`src/rtl/rwcg_pkg.sv`:
```
// Package: shared types, codes and sizes of the replay window counter guard.
package rwcg_pkg;

  localparam int WINDOW   = 64;
  localparam int IDX_W    = (WINDOW > 1) ? $clog2(WINDOW) : 1;
  localparam int NUM_CTX  = 3;
  localparam int CTR_W    = 64;

  typedef enum logic [2:0] {
    KIND_SEND     = 3'd0,
    KIND_CHECK    = 3'd1,
    KIND_ADMIT    = 3'd2,
    KIND_ACTIVATE = 3'd3,
    KIND_RESTART  = 3'd4,
    KIND_UNKNOWN  = 3'd5
  } kind_e;

  typedef enum logic [2:0] {
    ST_OK      = 3'd0,
    ST_FENCED  = 3'd1,
    ST_STRUCT  = 3'd2,
    ST_COUNTER = 3'd3,
    ST_REPLAY  = 3'd4
  } status_e;

  typedef enum logic [1:0] {
    LC_NONE    = 2'd0,
    LC_ACTIVE  = 2'd1,
    LC_RESTART = 2'd2,
    LC_COMMIT  = 2'd3
  } lc_e;

  localparam logic [1:0] CTX_DATA = 2'd0;
  localparam logic [1:0] CTX_ACK  = 2'd1;
  localparam logic [1:0] CTX_E2E  = 2'd2;

  typedef struct packed {
    logic [2:0]       kind;
    logic [1:0]       lane;
    logic             e2e_sel;
    logic [CTR_W-1:0] counter;
  } item_t;

  typedef struct packed {
    logic [2:0]       status;
    logic [CTR_W-1:0] counter_out;
    logic [CTR_W-1:0] epoch;
  } result_t;

  typedef struct packed {
    logic              seen;
    logic [CTR_W-1:0]  highest;
    logic [WINDOW-1:0] map;
  } win_upd_t;

endpackage

```
`src/rtl/rwcg_if.sv`:
```
// Interfaces: request and response channels of the replay window counter guard.
interface rwcg_req_if;
  logic        valid;
  logic        ready;
  logic [2:0]  kind;
  logic [1:0]  lane;
  logic        e2e_sel;
  logic [63:0] counter;

  modport source (output valid, kind, lane, e2e_sel, counter, input ready);
  modport sink   (input valid, kind, lane, e2e_sel, counter, output ready);
endinterface

interface rwcg_rsp_if;
  logic        valid;
  logic        ready;
  logic [2:0]  status;
  logic [63:0] counter_out;
  logic [63:0] epoch;

  modport source (output valid, status, counter_out, epoch, input ready);
  modport sink   (input valid, status, counter_out, epoch, output ready);
endinterface

```
`src/rtl/rwcg_window.sv`:
```
// Sliding bitmap window: replay test and the window state after an admit.
module rwcg_window import rwcg_pkg::*; (
  input  logic [CTR_W-1:0]  highest_i,
  input  logic [WINDOW-1:0] map_i,
  input  logic [CTR_W-1:0]  counter_i,
  output win_upd_t          upd_o
);

  logic             above;
  logic [CTR_W-1:0] d_below;
  logic [CTR_W-1:0] d_above;
  logic             in_win;
  logic             far_above;

  assign above     = counter_i > highest_i;
  assign d_below   = highest_i - counter_i;
  assign d_above   = counter_i - highest_i;
  assign in_win    = d_below < CTR_W'(WINDOW);
  assign far_above = d_above >= CTR_W'(WINDOW);

  always_comb begin
    upd_o.seen    = !above && in_win && ((map_i >> d_below[IDX_W-1:0]) & WINDOW'(1)) != '0;
    upd_o.highest = highest_i;
    upd_o.map     = map_i;
    if (above) begin
      upd_o.highest = counter_i;
      if (far_above) begin
        upd_o.map = WINDOW'(1);
      end else begin
        upd_o.map = (map_i << d_above[IDX_W-1:0]) | WINDOW'(1);
      end
    end else if (in_win) begin
      upd_o.map = map_i | (WINDOW'(1) << d_below[IDX_W-1:0]);
    end
  end

endmodule

```
`src/rtl/rwcg_core.sv`:
```
// Context state and the step logic that acts on one item per enable.
module rwcg_core import rwcg_pkg::*; (
  input  logic    clk_i,
  input  logic    rst_ni,
  input  logic    en_i,
  input  item_t   item_i,
  output result_t res_o
);

  lc_e               lc_q, lc_d;
  logic [CTR_W-1:0]  epoch_q, epoch_d;
  logic [CTR_W-1:0]  send_q [NUM_CTX];
  logic [CTR_W-1:0]  send_d [NUM_CTX];
  logic [CTR_W-1:0]  high_q [NUM_CTX];
  logic [CTR_W-1:0]  high_d [NUM_CTX];
  logic [WINDOW-1:0] map_q  [NUM_CTX];
  logic [WINDOW-1:0] map_d  [NUM_CTX];

  logic             ctx_bad;
  logic [1:0]       ctx;
  logic [CTR_W-1:0] sn;
  logic [CTR_W-1:0] epoch_inc;
  win_upd_t         upd;

  always_comb begin
    ctx_bad = 1'b0;
    if (item_i.e2e_sel) begin
      ctx = CTX_E2E;
    end else if (item_i.lane == CTX_DATA || item_i.lane == CTX_ACK) begin
      ctx = item_i.lane;
    end else begin
      ctx     = CTX_DATA;
      ctx_bad = 1'b1;
    end
  end

  assign sn        = send_q[ctx];
  assign epoch_inc = epoch_q + CTR_W'(1);

  rwcg_window u_window (
    .highest_i (high_q[ctx]),
    .map_i     (map_q[ctx]),
    .counter_i (item_i.counter),
    .upd_o     (upd)
  );

  always_comb begin
    lc_d              = lc_q;
    epoch_d           = epoch_q;
    send_d            = send_q;
    high_d            = high_q;
    map_d             = map_q;
    res_o.status      = ST_OK;
    res_o.counter_out = '0;
    case (item_i.kind)
      KIND_SEND, KIND_CHECK, KIND_ADMIT: begin
        if (lc_q != LC_ACTIVE) begin
          res_o.status = ST_FENCED;
        end else if (item_i.kind == KIND_SEND) begin
          if (ctx_bad) begin
            res_o.status = ST_STRUCT;
          end else if (sn == '0 || sn == '1) begin
            res_o.status = ST_COUNTER;
          end else begin
            res_o.counter_out = sn;
            send_d[ctx]       = sn + CTR_W'(1);
          end
        end else if (item_i.counter == '0) begin
          res_o.status = ST_COUNTER;
        end else if (ctx_bad) begin
          res_o.status = ST_STRUCT;
        end else if (upd.seen) begin
          res_o.status = ST_REPLAY;
        end else if (item_i.kind == KIND_ADMIT) begin
          high_d[ctx] = upd.highest;
          map_d[ctx]  = upd.map;
        end
      end
      KIND_ACTIVATE: begin
        if (lc_q == LC_NONE || lc_q == LC_RESTART) begin
          // epoch zero means never installed, so the wrap skips it
          epoch_d = (epoch_inc == '0) ? CTR_W'(1) : epoch_inc;
          for (int i = 0; i < NUM_CTX; i++) begin
            send_d[i] = CTR_W'(1);
            high_d[i] = '0;
            map_d[i]  = '0;
          end
          lc_d = LC_ACTIVE;
        end else begin
          res_o.status = ST_FENCED;
        end
      end
      KIND_RESTART, KIND_UNKNOWN: begin
        for (int i = 0; i < NUM_CTX; i++) begin
          send_d[i] = '0;
          high_d[i] = '0;
          map_d[i]  = '0;
        end
        lc_d = (item_i.kind == KIND_RESTART) ? LC_RESTART : LC_COMMIT;
      end
      default: res_o.status = ST_STRUCT;
    endcase
    res_o.epoch = epoch_d;
  end

  always_ff @(posedge clk_i or negedge rst_ni) begin
    if (!rst_ni) begin
      lc_q    <= LC_NONE;
      epoch_q <= '0;
      for (int i = 0; i < NUM_CTX; i++) begin
        send_q[i] <= '0;
        high_q[i] <= '0;
        map_q[i]  <= '0;
      end
    end else if (en_i) begin
      lc_q    <= lc_d;
      epoch_q <= epoch_d;
      send_q  <= send_d;
      high_q  <= high_d;
      map_q   <= map_d;
    end
  end

endmodule

```
`src/rtl/replay_window_counter_guard.sv`:
```
// Top level: request register, guard core and response register.
//
// Anti-replay guard for three packet contexts (hop data, hop ack, end-to-end).
// req_i takes one item per cycle (kind, lane, e2e_sel, counter) while no
// stall holds it; rsp_o gives exactly one result per item (status,
// counter_out, epoch), in order. An item is accepted when valid and ready
// are both high. An accepted item waits in the request register and is
// processed as it moves into the response register; its result is shown on
// rsp_o from then until taken. Throughput: one item per cycle while the
// receiver keeps up; the context state is read, checked and written back as
// an item moves from the request register to the response register, so
// each item sees all earlier items' updates.
// When the receiver stalls, the result holds in the response register and
// one more item waits in the request register; req_i.ready then drops.
// Reset (rst_ni low, asynchronous) empties both registers, leaves the block
// not installed, with epoch zero and all contexts cleared.
module replay_window_counter_guard import rwcg_pkg::*; (
  input  logic clk_i,
  input  logic rst_ni,
  rwcg_req_if.sink   req_i,
  rwcg_rsp_if.source rsp_o
);

  logic    s1_valid_q;
  item_t   s1_item_q;
  logic    out_valid_q;
  result_t out_res_q;
  result_t core_res;
  logic    advance;

  assign advance     = s1_valid_q && (!out_valid_q || rsp_o.ready);
  assign req_i.ready = !s1_valid_q || advance;

  always_ff @(posedge clk_i or negedge rst_ni) begin
    if (!rst_ni) begin
      s1_valid_q  <= 1'b0;
      out_valid_q <= 1'b0;
    end else begin
      if (req_i.ready) begin
        s1_valid_q <= req_i.valid;
      end
      if (advance) begin
        out_valid_q <= 1'b1;
      end else if (rsp_o.ready) begin
        out_valid_q <= 1'b0;
      end
    end
  end

  always_ff @(posedge clk_i) begin
    if (req_i.valid && req_i.ready) begin
      s1_item_q.kind    <= req_i.kind;
      s1_item_q.lane    <= req_i.lane;
      s1_item_q.e2e_sel <= req_i.e2e_sel;
      s1_item_q.counter <= req_i.counter;
    end
    if (advance) begin
      out_res_q <= core_res;
    end
  end

  rwcg_core u_core (
    .clk_i  (clk_i),
    .rst_ni (rst_ni),
    .en_i   (advance),
    .item_i (s1_item_q),
    .res_o  (core_res)
  );

  assign rsp_o.valid       = out_valid_q;
  assign rsp_o.status      = out_res_q.status;
  assign rsp_o.counter_out = out_res_q.counter_out;
  assign rsp_o.epoch       = out_res_q.epoch;

  a_taken_only_ok: assert property (@(posedge clk_i) disable iff (!rst_ni)
    out_valid_q && out_res_q.counter_out != '0 |-> out_res_q.status == ST_OK)
    else $error("counter handed out with a non-ok status");

  a_item_kept: assert property (@(posedge clk_i) disable iff (!rst_ni)
    s1_valid_q && !advance |=> s1_valid_q)
    else $error("pending request item dropped");

  a_result_shown: assert property (@(posedge clk_i) disable iff (!rst_ni)
    advance |=> out_valid_q)
    else $error("processed item produced no response");

endmodule
```
`src/flat_wrapper.sv`:
```
// flat-port wrapper written by rule: the top's interface ports become plain ports
module replay_window_counter_guard_flat import rwcg_pkg::*;
  (clk_i, rst_ni, req_i_valid, req_i_kind, req_i_lane, req_i_e2e_sel, req_i_counter, req_i_ready, rsp_o_valid, rsp_o_status, rsp_o_counter_out, rsp_o_epoch, rsp_o_ready);
  rwcg_req_if req_i_i ();
  rwcg_rsp_if rsp_o_i ();
  input  logic clk_i;
  input  logic rst_ni;
  input wire logic [$bits(req_i_i.valid)-1:0] req_i_valid;
  input wire logic [$bits(req_i_i.kind)-1:0] req_i_kind;
  input wire logic [$bits(req_i_i.lane)-1:0] req_i_lane;
  input wire logic [$bits(req_i_i.e2e_sel)-1:0] req_i_e2e_sel;
  input wire logic [$bits(req_i_i.counter)-1:0] req_i_counter;
  output wire logic [$bits(req_i_i.ready)-1:0] req_i_ready;
  output wire logic [$bits(rsp_o_i.valid)-1:0] rsp_o_valid;
  output wire logic [$bits(rsp_o_i.status)-1:0] rsp_o_status;
  output wire logic [$bits(rsp_o_i.counter_out)-1:0] rsp_o_counter_out;
  output wire logic [$bits(rsp_o_i.epoch)-1:0] rsp_o_epoch;
  input wire logic [$bits(rsp_o_i.ready)-1:0] rsp_o_ready;
  assign req_i_i.valid = req_i_valid;
  assign req_i_i.kind = req_i_kind;
  assign req_i_i.lane = req_i_lane;
  assign req_i_i.e2e_sel = req_i_e2e_sel;
  assign req_i_i.counter = req_i_counter;
  assign req_i_ready = req_i_i.ready;
  assign rsp_o_valid = rsp_o_i.valid;
  assign rsp_o_status = rsp_o_i.status;
  assign rsp_o_counter_out = rsp_o_i.counter_out;
  assign rsp_o_epoch = rsp_o_i.epoch;
  assign rsp_o_i.ready = rsp_o_ready;
  replay_window_counter_guard u_core (.clk_i(clk_i), .rst_ni(rst_ni), .req_i(req_i_i), .rsp_o(rsp_o_i));
endmodule
```
`config.mk`:
```
export PLATFORM = sky130hd
export DESIGN_NAME = replay_window_counter_guard_flat
export DESIGN_NICKNAME = d
export VERILOG_FILES = /design/src/rtl/rwcg_pkg.sv /design/src/rtl/rwcg_if.sv /design/src/rtl/rwcg_window.sv /design/src/rtl/rwcg_core.sv /design/src/rtl/replay_window_counter_guard.sv /design/src/flat_wrapper.sv
export SDC_FILE = /design/constraint.sdc
export NUM_CORES = 2
export LEC_CHECK = 0
export BUFFER_PORTS_ARGS = -buffer_cell sky130_fd_sc_hd__buf_4
export CAP_MARGIN = 10
export CORE_UTILIZATION = 35
export DETAILED_ROUTE_END_ITERATION = 10
export GPL_ROUTABILITY_DRIVEN = 0
export GPL_TIMING_DRIVEN = 0
export PLACE_DENSITY_LB_ADDON = 0.08
export SLEW_MARGIN = 20
export SYNTH_ARGS = -nofsm -noshare
export SYNTH_HDL_FRONTEND = slang
export SYNTH_SLANG_ARGS = --single-unit
```
`constraint.sdc`:
```
create_clock -name clk_i -period 6.95 [get_ports clk_i]
set_input_delay 0.3475 -clock clk_i [delete_from_list [all_inputs] [get_ports clk_i]]
set_output_delay 0.3475 -clock clk_i [all_outputs]
set_load 0.02 [all_outputs]
```
== After elaboration in Yosys (flattened, before gate mapping) ==
Cells that the tools add are included.
W data, S select, Z words.

* Bits in registers: 845
* Input port bits: 74
* Output and inout port bits: 133
* Word-level logic and storage cells: 142

* $add $sub $neg: 4
* $lt $le $gt $ge: 5
* Eq/ne operators: 18
* Shift-type cells: 3
* Mux-type cells: 60
* Bitwise gates (word level): 4
* Reduce and logical (&&, ||, !) cells: 28

{| class="wikitable"
|+ Operators by type and width
! operator !! number
|-
| $mux W192 || 18
|-
| $pmux W192 S3 || 3
|-
| $mux W64 || 14
|-
| $bwmux W192 || 3
|-
| $bmux W64 S2 || 3
|-
| $logic_not A64 Y1 || 3
|-
| $add A64 B1 Y64 const B || 2
|-
| $demux W64 S2 || 1
|-
| $sub A64 B64 Y64 || 2
|-
| $eq A64 B64 Y1 const B || 1
|-
| $ge A64 B7 Y1 const B || 1
|-
| $gt A64 B64 Y1 || 1
|-
| $lt A64 B7 Y1 const B || 1
|-
| $or A64 B64 Y64 || 1
|-
| $shl A1 B6 Y64 const A || 1
|-
| $shl A64 B6 Y64 || 1
|-
| $shr A64 B6 Y1 || 1
|-
| $ne A2 B2 Y1 const B || 9
|-
| $mux W3 || 5
|-
| $mux W2 || 5
|-
| $pmux W3 S3 || 1
|-
| $reduce_and A9 Y1 || 1
|-
| $reduce_and A7 Y1 || 1
|-
| $eq A3 B2 Y1 const B || 2
|-
| other kinds (22) || 41
|}

== Logic depth before layout (Yosys ltp) ==
* Word-level depth: 21
* Gate-level depth with buffers: 28
* Depth with buffers taken out: 19

== Cells and area by module ==
From an unflattened synthesis, not the netlist that was laid out.

* Cell total of the unflattened synthesis: 5845
* Area, all modules: 54188.2 um2

{| class="wikitable"
|+ Modules (own cells, without submodules)
! module !! times used !! cells an instance !! area an instance (um2) !! seq. area each (um2)
|-
| rwcg_core || 1 || 3145 || 32469.9 || 16065.4
|-
| rwcg_window || 1 || 2491 || 15578.7 || 0.0
|-
| replay_window_counter_guard || 1 || 209 || 6139.6 || 6085.8
|}

== Worst setup path after synthesis ==
Ideal clock, no wire load.

* Path type: register to register
* Start: register u_core.s1_item_q[64] (netlist name)
* End: register u_core.u_core.map_q[21] (netlist name)
* Arrival: 5.971 ns
* Slack: 0.901 ns
* Cell stages (with the launch flop): 27
* Buffers on the path: 9
* Period minus slack after synthesis: 6.049 ns
* Path through: edfxtp_1 buf_4 buf_2 buf_2 clkbuf_1 buf_2 clkbuf_1 buf_1 a21oi_1 a21oi_1 inv_1 ha_1 fa_1 nand2b_1 a21oi_1 a221oi_1 o211ai_1 a211oi_1 a2111oi_2 o2111ai_1 or4_1 a2111oi_2 nand4_1 buf_4 buf_6 o31a_1 o2bb2ai_1

* Longest elaborated chain between the ends: 18
* Elaborated cells on any way between the ends: 40

{| class="wikitable"
|+ RTL lines
! what !! RTL line !! source
|-
| start, declared || replay_window_counter_guard.sv:25 || <nowiki>item_t s1_item_q;</nowiki>
|-
| branches (longest 18 deep; another with $sub A64 B64 Y64) || - ||
|-
| end signal, assigned || rwcg_core.sv:120 || <nowiki>map_q <= map_d;</nowiki>
|-
| end, declared || rwcg_core.sv:16 || <nowiki>logic [WINDOW-1:0] map_q [NUM_CTX];</nowiki>
|}

Parallel ways; which one is timed is not known. The select of a mux whose other input is x is not followed.
A chain may end at the register's enable or synchronous reset.

== Final worst setup path ==
* Start: register u_core.s1_item_q[64] (netlist name)
* End: register u_core.u_core.map_q[74] (netlist name)

Same word-level chain as after synthesis.

==> results by group <==
Logic synthesis
  – Syn Area/Cell: 9.10 µm²
  – Post-synthesis instance total: 5966
  – Warnings, synthesis: 0
  – Register area share after synthesis: 0.408
  – Synth Area in Compound Gates: 0.218
  – Top FF cell, synth: dfrtp_1
  – Simple-Gate Fraction of Synth Area: 0.167
  – Post-synthesis adder-cell area fraction: 0.0309
  – Async set or reset register ratio after synthesis: 0.762
  – Cell variety after synth: 102
  – EDFF count, synth: 201
  – XOR/XNOR Fraction of Synth Area: 0.0456
  – Post-synthesis mux area share: 0.0830
  – #FFs+latches synth: 845
  – Largest family of logic cells by synthesized area: compound AO/OA/AOI/OAI gates
  – Area share of the largest cell type after synthesis: 0.297
  – Syn Std Cell Area: 54300 µm²
  – Syn Nets: 6172
  – Synth area leaders: dfrtp_1 30%, edfxtp_1 11%, nand2_1 5.3%, a21oi_1 4.2%, o21ai_0 3.9%
  – Synth area leader: dfrtp_1

STA
  – Worst Tran Pin Value: 1.23 ns
  – Final worst-path cycle share: 1.00
  – Setup-failing EPs final: 3
  – Achievable frequency: 0.144 GHz
  – Tmin final: 6.96 ns
  – Max-slew violations: 0
  – Slew headroom: 0.153
  – Setup TNS Final: -0.0205 ns
  – Worst Clk Skew: 0.0447 ns
  – Final Hold Viols: 0
  – WHS: 0.0632 ns
  – Final WS setup: -0.00861 ns

Clock network
  – Worst-skew pair later-pin latency: 0.75 ns
  – Clk sinks: 845
  – Htree depth: 3
  – CTS buffer count: 100
  – Max clock buf depth: 3
  – Clock root buffer: clkbuf_16
  – Clock transition at path regs: 0.06 ns
  – TritonCTS clock tree: built

Placed design
  – DP HPWL: 180 mm
  – I/O Buffers: 206
  – Pre-CTS setup slack: -4.80 ns
  – Cells after DPL: 8231
  – Area after DPL: 58800 µm²

Critical path
  – Worst reg2reg startpoint: u_core.s1_item_q[64]$_DFFE_PP_
  – Worst Setup Start Kind: flip-flop
  – Slowest stage delay, CP: 0.54 ns
  – Critical path endpoint category: flip-flop
  – Top delay family on crit path: buffers and inverters
  – Buf/Inv on CP: 10
  – Critical path type: flip-flop to flip-flop
  – Worst Reg-to-Reg Cells: 25
  – Crit path max fanout: 28
  – Worst R2R End: u_core.u_core.map_q[74]$_DFFE_PN0P_
  – Worst path required time: 7.62 ns
  – Crit path DAT: 7.63 ns
  – Slowest cell on crit path: clkbuf_1
  – Worst R2R Setup Slack: -0.009 ns

Route
  – Drt first pass iters: 7
  – Post-route ant nets: 0
  – Via count: 51900
  – Final WL: 239 mm
  – Drt via density: 6.09
  – # DRC: 0
  – Starting DRT DRC Count: 6386
  – Wirelength per Cell: 28.1 µm

Power
  – Clk pwr share: 0.293
  – Leak Pwr: 26.5 nW
  – Sequential share of power: 0.299
  – Switching Share: 0.423
  – Tot Pwr: 19.3 mW
  – NetSw: 8.15 mW
  – Cell Int Power: 11.1 mW
  – Worst VDD drop: 210 µV
  – Combinational fraction of design power: 0.409
  – Power density cells: 295 nW/µm²

Layout
  – Util after Layout: 0.424
  – Share of cells above drive strength 1: 0.181
  – Final net count: 6602
  – Non-filler instance count after layout: 8529
  – Fill cell count: 15400
  – Final instance area: 65300 µm²
  – Area grow syn2layout: 20.2%

Outcome
  – Run status: finished with violations
  – Failing checks: setup timing

Global routing
  – Remaining Overflow, GRT: 0
  – Largest net degree at the start of global routing: 91
  – Antenna violations before repair: 14
  – GRT Util Overall: 0.296
  – Vias in the first global route: 50000
  – First-pass GRT wire length: 347 mm

Flow run
  – Max_cap viols: 0

Floorplanning
  – Top-Level Pins: 207
  – Total core area: 154000 µm²
  – Die height: 396 µm
  – # rows: 144
  – Die area: 157000 µm²
  – Die W: 396 µm
  – Initial Utilization: 0.353

Min path
  – Hold WC Path Type: input pin to async pin
## placed cells by master, fill, tap and decap left out, types with 66 or more instances in the layout
| cell | netlist | layout |
|---|---|---|
| buf_4 | 22 | 285 |
| a22o_1 | 176 | 176 |
| nand2_1 | 769 | 765 |
| edfxtp_1 | 201 | 201 |
| xor2_1 | 110 | 109 |
| mux2i_1 | 205 | 199 |
| xnor2_1 | 173 | 171 |
| a21oi_1 | 459 | 357 |
| ha_1 | 130 | 128 |
| nor3_1 | 147 | 133 |
| mux2_2 | 93 | 93 |
| o21ai_0 | 424 | 370 |
| clkbuf_16 | 0 | 103 |
| buf_2 | 113 | 108 |
| dlygate4sd3_1 | 0 | 74 |
| a31oi_1 | 69 | 66 |
| nand3_1 | 92 | 90 |
| o2bb2ai_1 | 214 | 214 |
| a21oi_2 | 3 | 94 |
| clkbuf_1 | 245 | 170 |
| inv_1 | 164 | 164 |
| nor2_1 | 473 | 461 |
| dfrtp_1 | 644 | 644 |
| nand4_1 | 112 | 112 |
## synthesized netlist by cell type, drive strengths merged, types with 69 or more instances
master	count
o21ai	458
mux2i	205
edfxtp	201
a31oi	69
ha	130
a22o	176
nor2	475
nand3	93
mux2	94
clkbuf	246
xor2	110
nand2	773
inv	166
dfrtp	644
nand4	114
xnor2	173
nor4	74
nor3	148
buf	203
a21oi	462
o2bb2ai	214
## layout make-up
type                    count  area, µm²  share of cell area
clock buffers             142       2980              0.0457
multi-input cells        4506      31000               0.475
flip-flops and latches    845      22200               0.339
inverters                 166        623             0.00955
clock inverters            45        559             0.00857
repair buffers            339       3000              0.0460
diodes                      4       10.0            0.000153
plain buffers             438       2400              0.0368
well taps                2044       2560              0.0392
## sequential cells by signal, indices dropped and copies added (netlist names)
signal and cells:
u_core.u_core.high_q 192, u_core.u_core.map_q 192, u_core.u_core.send_q 192, u_core.s1_item_q 70
u_core.rsp_o.counter_out 64, u_core.rsp_o.epoch 64, u_core.u_core.epoch_q 64, u_core.rsp_o.status 3
u_core.u_core.lc_q 2, u_core.rsp_o.valid 1, u_core.s1_valid_q 1
## power by group through the flow
| stage | Combinational, mW | Clock, mW | Sequential [mW] |
|---|---|---|---|
| after floorplan | 4.31 | 0 | 5.80 |
| after global placement | 6.97 | 0 | 5.84 |
| after detailed placement | 6.98 | 0 | 5.81 |
| after CTS | 7.31 | 5.77 | 5.74 |
| after global routing | 8.12 | 5.95 | 5.80 |
| final | 7.88 | 5.64 | 5.76 |
## metal layers
metal / up-vias / GRT usage / share of wire / routed length [µm]
met5: - / 0 / 0.00048 / 115
met1: 25800 / 0.411 / 0.43 / 103000
met3: 669 / 0.0681 / 0.092 / 22100
li1: 22700 / - / - / -
met4: 14 / 0.132 / 0.053 / 12600
met2: 2765 / 0.437 / 0.43 / 102000
## what timing repair did
action | CTS | global route
gates cloned | 0 | 1
buffers inserted | 32 | 11
endpoints found under the setup margin | 605 | 473
hold buffers | 74 | 0
pin swaps | 23 | 15
hold endpoints to repair | 244 | 0
gates resized for setup | 383 | 224
## worst max path at each step
stage | from | end | slack, ns | cells after the start
after floorplan | u_core.s1_item_q[64]$_DFFE_PP_ | u_core.u_core.map_q[21]$_DFFE_PN0P_ | 0.90 | 26
after global placement | u_core.s1_item_q[64]$_DFFE_PP_ | u_core.u_core.high_q[32]$_DFFE_PN0P_ | -4.69 | 27
after CTS | u_core.s1_item_q[64]$_DFFE_PP_ | u_core.u_core.map_q[60]$_DFFE_PN0P_ | 0.003 | 27
after global routing | u_core.s1_item_q[66]$_DFFE_PP_ | u_core.u_core.high_q[78]$_DFFE_PN0P_ | -0.03 | 28
after detailed placement | u_core.s1_item_q[64]$_DFFE_PP_ | u_core.u_core.high_q[35]$_DFFE_PN0P_ | -4.80 | 27
final | u_core.s1_item_q[64]$_DFFE_PP_ | u_core.u_core.map_q[74]$_DFFE_PN0P_ | -0.009 | 25
## logic make-up (layout without fill, tap and decap cells)
| group | Yosys count | count (layout) |
|---|---|---|
| fa+ha+maj | 133 | 133 |
| mux | 361 | 361 |
| xor+xnor | 283 | 283 |
| buf+inv | 615 | 1130 |
| simple gates | 1948 | 1948 |
| other cells | 0 | 4 |
| flops | 845 | 845 |
| compound gates | 1781 | 1781 |
Note: power is estimated with default switching activity, not from simulation.
